===== src/hw/rtl/tsc_pkg.sv =====
// Shared constants and codes for the thresholded spot centroid block.
`timescale 1ns / 1ps

package tsc_pkg;

  localparam int PIX_W       = 8;
  localparam int THRESH_W    = 8;
  localparam int ROW_WIDTH_W = 11;
  localparam int WS_W        = 28;   // weight sum
  localparam int ACC_W       = 39;   // weighted column / row sums
  localparam int OUT_W       = 18;   // centroid coordinate
  localparam int PIX_MAX     = 255;

  localparam int DEF_MAX_COLS  = 1024;
  localparam int DEF_MAX_ROWS  = 1024;
  localparam int DEF_FRAC_BITS = 8;
  localparam int QUEUE_DEPTH   = 4;

  localparam int CFG_IDX_W  = 1;
  localparam int CFG_DATA_W = ROW_WIDTH_W;

  localparam logic [CFG_IDX_W-1:0] REG_THRESHOLD = 1'b0;
  localparam logic [CFG_IDX_W-1:0] REG_ROW_WIDTH = 1'b1;

  localparam logic [THRESH_W-1:0]    THRESH_RST    = 8'd128;
  localparam logic [ROW_WIDTH_W-1:0] ROW_WIDTH_RST = 11'd1024;

endpackage


===== src/hw/rtl/tsc_fifo.sv =====
// Short flip-flop queue between the pixel front end and the accumulator back end.
`timescale 1ns / 1ps

module tsc_fifo #(
  parameter int WIDTH = 8,
  parameter int DEPTH = 4
) (
  input  logic             clk,
  input  logic             rst_n,
  input  logic             push,
  input  logic [WIDTH-1:0] push_data,
  output logic             full,
  input  logic             pop,
  output logic [WIDTH-1:0] pop_data,
  output logic             empty
);

  localparam int AW = (DEPTH > 1) ? $clog2(DEPTH) : 1;
  localparam int NW = $clog2(DEPTH + 1);

  logic [WIDTH-1:0] mem_r [DEPTH];
  logic [AW-1:0]    wr_ptr_r, rd_ptr_r;
  logic [NW-1:0]    count_r;

  assign full     = (count_r == NW'(DEPTH));
  assign empty    = (count_r == '0);
  assign pop_data = mem_r[rd_ptr_r];

  always_ff @(posedge clk) begin
    if (push) begin
      mem_r[wr_ptr_r] <= push_data;
    end
  end

  always_ff @(posedge clk) begin
    if (!rst_n) begin
      wr_ptr_r <= '0;
      rd_ptr_r <= '0;
      count_r  <= '0;
    end else begin
      if (push) begin
        wr_ptr_r <= (wr_ptr_r == AW'(DEPTH - 1)) ? '0 : wr_ptr_r + AW'(1);
      end
      if (pop) begin
        rd_ptr_r <= (rd_ptr_r == AW'(DEPTH - 1)) ? '0 : rd_ptr_r + AW'(1);
      end
      if (push && !pop) begin
        count_r <= count_r + NW'(1);
      end else if (pop && !push) begin
        count_r <= count_r - NW'(1);
      end
    end
  end

endmodule


===== src/hw/rtl/tsc_front.sv =====
// Front end: pixel position tracking, threshold test and weighting products.
`timescale 1ns / 1ps

module tsc_front
  import tsc_pkg::*;
#(
  parameter int MAX_COLS = DEF_MAX_COLS,
  parameter int MAX_ROWS = DEF_MAX_ROWS,
  parameter int CW = $clog2(MAX_COLS),
  parameter int RW = $clog2(MAX_ROWS),
  parameter int IW = 1 + PIX_W + (PIX_W + CW) + (PIX_W + RW)
) (
  input  logic                   clk,
  input  logic                   rst_n,
  input  logic [THRESH_W-1:0]    threshold,
  input  logic [ROW_WIDTH_W-1:0] row_width,
  input  logic                   in_valid,
  input  logic [PIX_W-1:0]       in_pixel_value,
  input  logic                   in_frame_end,
  input  logic                   q_full,
  output logic                   in_stall,
  output logic                   q_push,
  output logic [IW-1:0]          q_data
);

  localparam int WW   = $clog2(MAX_COLS + 1);
  localparam int CMPW = (WW > ROW_WIDTH_W) ? WW : ROW_WIDTH_W;

  logic [CW-1:0]        col_r, col_nxt;
  logic [RW-1:0]        row_r, row_nxt;
  logic [CMPW-1:0]      rw_ext, width_c, col_inc;
  logic                 wrap, counted;
  logic [PIX_W-1:0]     weight;
  logic [PIX_W+CW-1:0]  wcol;
  logic [PIX_W+RW-1:0]  wrow;

  assign in_stall = q_full;
  assign q_push   = in_valid && !q_full;

  always_comb begin
    rw_ext = CMPW'(row_width);
    if (rw_ext == '0) begin
      width_c = CMPW'(1);
    end else if (rw_ext > CMPW'(MAX_COLS)) begin
      width_c = CMPW'(MAX_COLS);
    end else begin
      width_c = rw_ext;
    end
    col_inc = CMPW'(col_r) + CMPW'(1);
    wrap    = (col_inc >= width_c);
    col_nxt = wrap ? '0 : col_inc[CW-1:0];
    row_nxt = row_r;
    if (wrap && row_r < RW'(MAX_ROWS - 1)) begin
      row_nxt = row_r + RW'(1);
    end

    counted = (in_pixel_value <= threshold);
    weight  = counted ? PIX_W'(PIX_MAX) - in_pixel_value : '0;
    wcol    = (PIX_W + CW)'(weight) * (PIX_W + CW)'(col_r);
    wrow    = (PIX_W + RW)'(weight) * (PIX_W + RW)'(row_r);
    q_data  = {in_frame_end, weight, wcol, wrow};
  end

  always_ff @(posedge clk) begin
    if (!rst_n) begin
      col_r <= '0;
      row_r <= '0;
    end else if (q_push) begin
      if (in_frame_end) begin
        col_r <= '0;
        row_r <= '0;
      end else begin
        col_r <= col_nxt;
        row_r <= row_nxt;
      end
    end
  end

endmodule


===== src/hw/rtl/tsc_div.sv =====
// Restoring divider, one quotient bit a cycle, saturating at the coordinate range.
`timescale 1ns / 1ps

module tsc_div
  import tsc_pkg::*;
#(
  parameter int FRAC_BITS = DEF_FRAC_BITS
) (
  input  logic             clk,
  input  logic             rst_n,
  input  logic             start,
  input  logic [ACC_W-1:0] num,
  input  logic [WS_W-1:0]  den,
  input  logic             ack,
  output logic             res_valid,
  output logic [OUT_W-1:0] quot
);

  localparam int NUMW = ACC_W + FRAC_BITS;
  localparam int DW   = WS_W + OUT_W;
  localparam int RMW  = (NUMW > DW) ? NUMW : DW;
  localparam int CNTW = $clog2(OUT_W + 1);

  typedef enum logic [1:0] {IDLE, RUN, DONE} state_t;

  state_t           state_r;
  logic [RMW-1:0]   rem_r, dsh_r;
  logic [OUT_W-1:0] q_r;
  logic [CNTW-1:0]  cnt_r;

  logic [RMW-1:0] dividend, dlim, rem_sub;
  logic           ge;

  always_comb begin
    dividend = RMW'(num) << FRAC_BITS;
    dlim     = RMW'(den) << OUT_W;
    ge       = (rem_r >= dsh_r);
    rem_sub  = rem_r - dsh_r;
  end

  assign res_valid = (state_r == DONE);
  assign quot      = q_r;

  always_ff @(posedge clk) begin
    if (!rst_n) begin
      state_r <= IDLE;
      cnt_r   <= '0;
    end else begin
      unique case (state_r)
        IDLE: begin
          if (start) begin
            if (dividend >= dlim) begin
              // quotient would not fit: clamp to full scale
              q_r     <= '1;
              state_r <= DONE;
            end else begin
              rem_r   <= dividend;
              dsh_r   <= RMW'(den) << (OUT_W - 1);
              q_r     <= '0;
              cnt_r   <= CNTW'(OUT_W);
              state_r <= RUN;
            end
          end
        end
        RUN: begin
          if (ge) begin
            rem_r <= rem_sub;
          end
          q_r   <= {q_r[OUT_W-2:0], ge};
          dsh_r <= dsh_r >> 1;
          cnt_r <= cnt_r - CNTW'(1);
          if (cnt_r == CNTW'(1)) begin
            state_r <= DONE;
          end
        end
        DONE: begin
          if (ack) begin
            state_r <= IDLE;
          end
        end
        default: state_r <= IDLE;
      endcase
    end
  end

endmodule


===== src/hw/rtl/tsc_back.sv =====
// Back end: saturating accumulators, frame-end division and output register.
`timescale 1ns / 1ps

module tsc_back
  import tsc_pkg::*;
#(
  parameter int MAX_COLS  = DEF_MAX_COLS,
  parameter int MAX_ROWS  = DEF_MAX_ROWS,
  parameter int FRAC_BITS = DEF_FRAC_BITS,
  parameter int CW = $clog2(MAX_COLS),
  parameter int RW = $clog2(MAX_ROWS),
  parameter int IW = 1 + PIX_W + (PIX_W + CW) + (PIX_W + RW)
) (
  input  logic             clk,
  input  logic             rst_n,
  input  logic             q_empty,
  input  logic [IW-1:0]    q_data,
  output logic             q_pop,
  output logic             out_valid,
  input  logic             out_stall,
  output logic [OUT_W-1:0] out_centroid_x,
  output logic [OUT_W-1:0] out_centroid_y,
  output logic             out_no_spot
);

  logic                 it_last;
  logic [PIX_W-1:0]     it_weight;
  logic [PIX_W+CW-1:0]  it_wcol;
  logic [PIX_W+RW-1:0]  it_wrow;

  logic [WS_W-1:0]  ws_r, ws_nxt;
  logic [ACC_W-1:0] wcs_r, wcs_nxt, wrs_r, wrs_nxt;
  logic [WS_W:0]    ws_sum;
  logic [ACC_W:0]   wcs_sum, wrs_sum;

  logic             div_busy_r, nospot_r;
  logic             div_start, div_ack, out_load;
  logic             xv, yv;
  logic [OUT_W-1:0] qx, qy;

  logic             out_valid_r, out_no_spot_r;
  logic [OUT_W-1:0] out_x_r, out_y_r;

  always_comb begin
    {it_last, it_weight, it_wcol, it_wrow} = q_data;
    ws_sum  = (WS_W + 1)'(ws_r) + (WS_W + 1)'(it_weight);
    wcs_sum = (ACC_W + 1)'(wcs_r) + (ACC_W + 1)'(it_wcol);
    wrs_sum = (ACC_W + 1)'(wrs_r) + (ACC_W + 1)'(it_wrow);
    ws_nxt  = ws_sum[WS_W]   ? '1 : ws_sum[WS_W-1:0];
    wcs_nxt = wcs_sum[ACC_W] ? '1 : wcs_sum[ACC_W-1:0];
    wrs_nxt = wrs_sum[ACC_W] ? '1 : wrs_sum[ACC_W-1:0];
  end

  // a frame-end word waits while the previous frame's divide is in flight
  assign q_pop     = !q_empty && (!it_last || !div_busy_r);
  assign div_start = q_pop && it_last;
  assign out_load  = div_busy_r && xv && yv && (!out_valid_r || !out_stall);
  assign div_ack   = out_load;

  tsc_div #(.FRAC_BITS(FRAC_BITS)) u_div_x (
    .clk       (clk),
    .rst_n     (rst_n),
    .start     (div_start),
    .num       (wcs_nxt),
    .den       (ws_nxt),
    .ack       (div_ack),
    .res_valid (xv),
    .quot      (qx)
  );

  tsc_div #(.FRAC_BITS(FRAC_BITS)) u_div_y (
    .clk       (clk),
    .rst_n     (rst_n),
    .start     (div_start),
    .num       (wrs_nxt),
    .den       (ws_nxt),
    .ack       (div_ack),
    .res_valid (yv),
    .quot      (qy)
  );

  always_ff @(posedge clk) begin
    if (!rst_n) begin
      ws_r        <= '0;
      wcs_r       <= '0;
      wrs_r       <= '0;
      div_busy_r  <= 1'b0;
      nospot_r    <= 1'b0;
      out_valid_r <= 1'b0;
    end else begin
      if (q_pop) begin
        if (it_last) begin
          ws_r       <= '0;
          wcs_r      <= '0;
          wrs_r      <= '0;
          nospot_r   <= (ws_nxt == '0);
          div_busy_r <= 1'b1;
        end else begin
          ws_r  <= ws_nxt;
          wcs_r <= wcs_nxt;
          wrs_r <= wrs_nxt;
        end
      end
      if (out_load) begin
        div_busy_r    <= 1'b0;
        out_valid_r   <= 1'b1;
        out_no_spot_r <= nospot_r;
        out_x_r       <= nospot_r ? '0 : qx;
        out_y_r       <= nospot_r ? '0 : qy;
      end else if (!out_stall) begin
        out_valid_r <= 1'b0;
      end
    end
  end

  assign out_valid      = out_valid_r;
  assign out_centroid_x = out_x_r;
  assign out_centroid_y = out_y_r;
  assign out_no_spot    = out_no_spot_r;

endmodule


===== src/hw/rtl/thresholded_spot_centroid.sv =====
// Top level of the thresholded spot centroid: config registers and the front/back split.
//
//  channel | direction | handshake            | word
//  in_     | input     | in_valid / in_stall  | pixel_value, frame_end
//  out_    | output    | out_valid / out_stall| centroid_x, centroid_y, no_spot
//  cfg_    | input     | cfg_valid / cfg_ready| cfg_index, cfg_data
//
// One pixel a cycle while in_stall is low; words cross a QUEUE_DEPTH-entry queue to the accumulators.
// A frame-end word starts two dividers (one quotient bit a cycle), running while
// the next frame's pixels accumulate.
// A second frame-end word waits in the queue until the previous result has been
// moved into the output register; out_stall holds that register and so that word.
// Synchronous reset clears counters, accumulators and sets the config defaults.
`timescale 1ns / 1ps

module thresholded_spot_centroid
  import tsc_pkg::*;
#(
  parameter int MAX_COLS  = DEF_MAX_COLS,
  parameter int MAX_ROWS  = DEF_MAX_ROWS,
  parameter int FRAC_BITS = DEF_FRAC_BITS
) (
  input  logic                  clk,
  input  logic                  rst_n,
  input  logic                  in_valid,
  output logic                  in_stall,
  input  logic [PIX_W-1:0]      in_pixel_value,
  input  logic                  in_frame_end,
  output logic                  out_valid,
  input  logic                  out_stall,
  output logic [OUT_W-1:0]      out_centroid_x,
  output logic [OUT_W-1:0]      out_centroid_y,
  output logic                  out_no_spot,
  input  logic                  cfg_valid,
  output logic                  cfg_ready,
  input  logic [CFG_IDX_W-1:0]  cfg_index,
  input  logic [CFG_DATA_W-1:0] cfg_data
);

  localparam int CW = $clog2(MAX_COLS);
  localparam int RW = $clog2(MAX_ROWS);
  localparam int IW = 1 + PIX_W + (PIX_W + CW) + (PIX_W + RW);

  logic [THRESH_W-1:0]    threshold_r;
  logic [ROW_WIDTH_W-1:0] row_width_r;

  logic          q_push, q_pop, q_full, q_empty;
  logic [IW-1:0] q_wdata, q_rdata;

  assign cfg_ready = 1'b1;

  always_ff @(posedge clk) begin
    if (!rst_n) begin
      threshold_r <= THRESH_RST;
      row_width_r <= ROW_WIDTH_RST;
    end else if (cfg_valid && cfg_ready) begin
      unique case (cfg_index)
        REG_THRESHOLD: threshold_r <= cfg_data[THRESH_W-1:0];
        REG_ROW_WIDTH: row_width_r <= cfg_data[ROW_WIDTH_W-1:0];
        default: ;
      endcase
    end
  end

  tsc_front #(
    .MAX_COLS (MAX_COLS),
    .MAX_ROWS (MAX_ROWS),
    .CW       (CW),
    .RW       (RW),
    .IW       (IW)
  ) u_front (
    .clk            (clk),
    .rst_n          (rst_n),
    .threshold      (threshold_r),
    .row_width      (row_width_r),
    .in_valid       (in_valid),
    .in_pixel_value (in_pixel_value),
    .in_frame_end   (in_frame_end),
    .q_full         (q_full),
    .in_stall       (in_stall),
    .q_push         (q_push),
    .q_data         (q_wdata)
  );

  tsc_fifo #(
    .WIDTH (IW),
    .DEPTH (QUEUE_DEPTH)
  ) u_fifo (
    .clk       (clk),
    .rst_n     (rst_n),
    .push      (q_push),
    .push_data (q_wdata),
    .full      (q_full),
    .pop       (q_pop),
    .pop_data  (q_rdata),
    .empty     (q_empty)
  );

  tsc_back #(
    .MAX_COLS  (MAX_COLS),
    .MAX_ROWS  (MAX_ROWS),
    .FRAC_BITS (FRAC_BITS),
    .CW        (CW),
    .RW        (RW),
    .IW        (IW)
  ) u_back (
    .clk            (clk),
    .rst_n          (rst_n),
    .q_empty        (q_empty),
    .q_data         (q_rdata),
    .q_pop          (q_pop),
    .out_valid      (out_valid),
    .out_stall      (out_stall),
    .out_centroid_x (out_centroid_x),
    .out_centroid_y (out_centroid_y),
    .out_no_spot    (out_no_spot)
  );

endmodule


===== config.mk =====
export PLATFORM = sky130hd
export DESIGN_NAME = thresholded_spot_centroid
export DESIGN_NICKNAME = d
export VERILOG_FILES = /design/src/hw/rtl/tsc_pkg.sv /design/src/hw/rtl/tsc_fifo.sv /design/src/hw/rtl/tsc_front.sv /design/src/hw/rtl/tsc_div.sv /design/src/hw/rtl/tsc_back.sv /design/src/hw/rtl/thresholded_spot_centroid.sv
export SDC_FILE = /design/constraint.sdc
export NUM_CORES = 2
export LEC_CHECK = 0
export BUFFER_PORTS_ARGS = -buffer_cell sky130_fd_sc_hd__buf_2
export CAP_MARGIN = 5
export CORE_ASPECT_RATIO = 1.75
export CORE_MARGIN = 8
export CORE_UTILIZATION = 40
export CTS_BUF_LIST = sky130_fd_sc_hd__clkbuf_8
export DETAILED_ROUTE_END_ITERATION = 10
export PLACE_DENSITY_LB_ADDON = 0.25
export SLEW_MARGIN = 20
export SYNTH_ARGS = -nofsm -noshare
export SYNTH_HDL_FRONTEND = slang
export SYNTH_SLANG_ARGS = --single-unit

===== constraint.sdc =====
create_clock -name clk -period 33.4 [get_ports clk]
set_input_delay 1.67 -clock clk [delete_from_list [all_inputs] [get_ports clk]]
set_output_delay 1.67 -clock clk [all_outputs]
set_load 0.02 [all_outputs]

==> results by group <==
Critical path
  – Crit-path leading delay family: compound AO/OA/AOI/OAI gates
  – Most prevalent standard cell on the critical path: buf_4
  – Startpoint-to-endpoint class of the critical path: flop to flop
  – Endpoint required time on the critical path: 33800 ps
  – Buffers and inverters on the worst path: 4
  – Slowest cell on the critical path: mux4_2
  – Crit path max fanout: between 40 and 50
  – Kind of capture point of the worst setup path: flop
  – CP peak stage delay: 630 ps
  – Worst Path Arrival: 8310 ps
  – Type of element launching the critical path: flop
  – Critical path, cell by cell: buf_4 > mux4_2 > ha_1 > a21o_1 > a21oi_1 > o21ai_1 > a21oi_2 > o21a_2 > a21boi_2 > buf_4 > or2_2 > ha_1 > nor2b_1 > o21a_1 > o21a_1 > o21ai_0 > a211oi_1 > o21ai_0 > o2111ai_1 > a211o_1 > a21oi_4 > buf_4 > a21boi_4 > buf_4

Synthesis
  – Simple logic cell fraction of the synthesized area: 0.170
  – Most frequently used cell type in the post-synthesis netlist: edfxtp_1
  – Async set or reset register ratio after synthesis: 0
  – Top flip-flop cell by instance count after synthesis: edfxtp_1
  – Top-area cell type share of the netlist area: 0.334
  – Number of distinct library cells after synthesis: around 90
  – Number of synthesized flops with an enable pin: 437
  – Largest family of logic cells by synthesized area: simple AND/OR/NAND/NOR gates
  – Biggest area consumer among synthesized cells: edfxtp_1
  – Area contributors post-synth: edfxtp_1 (33%), ha_1 (9.4%), dfxtp_1 (8.7%)
  – Commonest cells in the netlist: edfxtp_1 (437), nor2_1 (432), a21oi_1 (345)
  – Sequential area share after synthesis: 0.421
  – Average footprint of a synthesized cell: approximately 9.7 um2
  – Area share of xor/xnor cells in the synthesized design: 0.0394
  – Post-synthesis cell count: just over 4000
  – Fraction of the mapped netlist area in adder cells: 0.146
  – Mux cell area share after synthesis: 0.0308
  – Yosys reg bits: 608
  – Mapped Area: 39300 um2
  – Mapped Nets: approximately 4500
  – Post-synthesis compound-gate area fraction: 0.146
  – Yosys synthesis warning count: 0

Timing
  – Shortest clock period the worst path allows after layout: between 7000 and 8000 ps
  – Setup Total Neg Slack: 0 ps
  – Setup repair after global routing missed its margin: no
  – Maximum operating frequency: 126 MHz
  – Relative slew slack: 0.257
  – Slew Viols, Final: 0
  – Hold Fails Final Rpt: 0
  – Final setup violating endpoints: 0
  – Clock skew after layout: 40.1 ps
  – Period utilisation layout: 0.237
  – Worst Hold Slack: 455 ps
  – Transition time of the tightest slew-check pin: 1110 ps

Clocking
  – Root cell of the clock tree: clkbuf_8
  – H-tree levels: 3
  – CTS tree: done
  – Quantity of hold-fixing buffers added after cts: 0
  – Reg clk slew, reported paths: 60 ps
  – TritonCTS sink count: between 600 and 700
  – Number of instances resized during post-cts repair: 0
  – Setup Fix Bufs, Post-CTS: 0
  – Number of buffers inserted during clock tree synthesis: 95
  – Source-to-sink clock delay at the later pin of the worst-skew pair: 780 ps
  – Clk buf depth: 3

Global route
  – Global-route wire length before repair: 162000 um
  – Aggregate global-route resource usage: 0.187
  – Total grt overflow: 0
  – Largest net degree at the start of global routing: 87
  – Vias in the first global route: roughly 30000
  – Number of antenna violations at the first check in global routing: 1

Placement
  – Cell total after placement: 5295
  – Hpwl dp: around 76000 um
  – RePlAce Congestion: 0.903
  – Area after DPL: 41200 um2
  – Port Buf Inserts: 64

Route
  – Detailed router's first-iteration violation count: 1493
  – Vias/cell: around 5.4
  – DRT antenna net count: 0
  – Remaining design rule violation count: 0
  – Vias: between 20000 and 30000
  – Avg WL per Cell: 18.7 um
  – Total detailed-routing wirelength: 102000 um
  – Count of TritonRoute iterations in the first routing pass: 5

Floorplan
  – Core outline area: about 98000 um2
  – Number of rows in the core area: 152
  – Die boundary height: 431 um
  – Initial cell density of the core: 0.403
  – Die Width: 253 um
  – Top Ports: 66
  – Area of the die: about 110000 um2

Power and ir drop
  – Logic pwr share: 0.549
  – Max VDD drop: 0.0000628 V
  – Power per unit of standard cell area: 98.9 nW/um2
  – Leakage dissipation: 17.8 nW
  – Net switching share of the total power: 0.440
  – P_int: 2.39 mW
  – Clk pwr share: 0.161
  – Flop pwr share: 0.290
  – Net load switching power: roughly 1.9 mW

Job
  – Max-capacitance violation count: 0

Cells and area
  – Fillers: 9536
  – Count of nets after finishing: 4508
  – Post-route non-filler standard cell count: 5475
  – Multi-input gate area: 21000 um2
  – Non-Filler Cell Area, Final: about 43000 um2
  – Fraction of final layout cells with drive strength greater than 1: 0.0898
  – Final Util: 0.442
  – Register area: between 15000 and 20000 um2
  – Layout overhead on the synthesized area: 9.84%

Hold path
  – Type of the tightest min-delay check: flop to flop

Outcome
  – Result of the run: completed
-- worst register-to-register path: stages (launching register included) --
cell	delay (ps)
dfxtp_4	560
buf_4	560
mux4_2	630
ha_1	220
a21o_1	160
a21oi_1	270
o21ai_1	170
a21oi_2	310
o21a_2	270
a21boi_2	200
buf_4	280
or2_2	350
ha_1	310
nor2b_1	130
o21a_1	160
o21a_1	160
o21ai_0	180
a211oi_1	100
o21ai_0	300
o2111ai_1	160
a211o_1	420
a21oi_4	180
buf_4	540
a21boi_4	330
buf_4	560
-- cell families after synthesis --
| logic type | Yosys count |
|---|---|
| AOI/OAI and AO/OA | 919 |
| xor gates and xnor gates | 177 |
| adders and majority gates | 399 |
| buffers and inverters | 491 |
| DFF | 608 |
| muxes | 64 |
| other | 1 |
| and+or+nand+nor | 1384 |
-- sequential cells by signal, summed over array words and instances (netlist names), 10 cells and up, named ones only --
| register | flops |
|---|---|
| row_width_r | 11 |
| u_front.col_r | 10 |
| u_back.ws_r | 28 |
| u_front.row_r | 10 |
| u_back.u_div_y.rem_r | 47 |
| u_back.u_div_y.dsh_r | 45 |
| u_back.u_div_x.rem_r | 47 |
| u_back.u_div_y.quot | 18 |
| u_back.wcs_r | 39 |
| u_back.u_div_x.dsh_r | 45 |
| u_back.out_centroid_x | 18 |
| u_fifo.mem_r | 180 |
| u_back.u_div_x.quot | 18 |
| u_back.out_centroid_y | 18 |
| u_back.wrs_r | 39 |
-- final cells by class --
class | instances | share of cell area
Timing Repair Buffer | 129 | 0.0187
Antenna cell | 1 | 0.0000579
Inverter | 305 | 0.0265
Sequential cell | 608 | 0.383
Multi-Input combinational cell | 2944 | 0.487
Clock inverter | 79 | 0.0152
Tap cell | 1309 | 0.0379
Clock buffer | 100 | 0.0318
-- worst paths after layout --
check	startpoint	endpoint	slack [ps]	cells after the start
worst min register to register	threshold_r[2]	threshold_r[2]	460	2
worst min-delay path	threshold_r[2]	threshold_r[2]	460	2
worst max register to register	flop	u_back.u_div_y.rem_r[7]	25490	24
worst max-delay path	flop	u_back.u_div_y.rem_r[7]	25490	24
-- routing by layer --
| metal | wire length (um) | track usage |
|---|---|---|
| met3 | 3480 | 0.0238 |
| met1 | 37500 | 0.191 |
| met5 | 0 | 0 |
| met4 | 6020 | 0.109 |
| met2 | 55500 | 0.357 |
-- per-stage QoR --
stage / power, mW / worst slack (ps)
3_3_place_gp: 3.59 / 24920
3_5_place_dp: 3.60 / 24860
2_1_floorplan: 2.97 / 22050
4_1_cts: 4.32 / 25390
5_1_grt: 4.61 / 24930
6_report: 4.27 / 25490
-- power by group through the flow --
stage | Sequential, mW | Clock [mW] | Combinational [mW]
after floorplan | 1.23 | 0 | 1.74
after global placement | 1.25 | 0 | 2.34
after detailed placement | 1.26 | 0 | 2.35
after CTS | 1.24 | 0.714 | 2.36
after global routing | 1.26 | 0.740 | 2.61
final | 1.24 | 0.687 | 2.35
-- cells in the final DEF (no fill, tap or decap), types with 38 or more instances in the layout --
cell type	instances
nor2_1	426
buf_4	65
nand3_1	128
and2_1	157
dfxtp_1	169
nor3_1	70
nand2_1	299
xor2_1	84
ha_1	297
o21a_1	59
buf_2	64
clkbuf_8	100
xnor2_1	93
inv_1	325
mux4_2	45
nor2b_1	66
edfxtp_1	437
nand2b_1	38
nand4_1	58
fa_1	102
a21o_1	83
a21oi_1	343
a31oi_1	51
o21ai_0	173
Power figures use the tool's default switching activity.
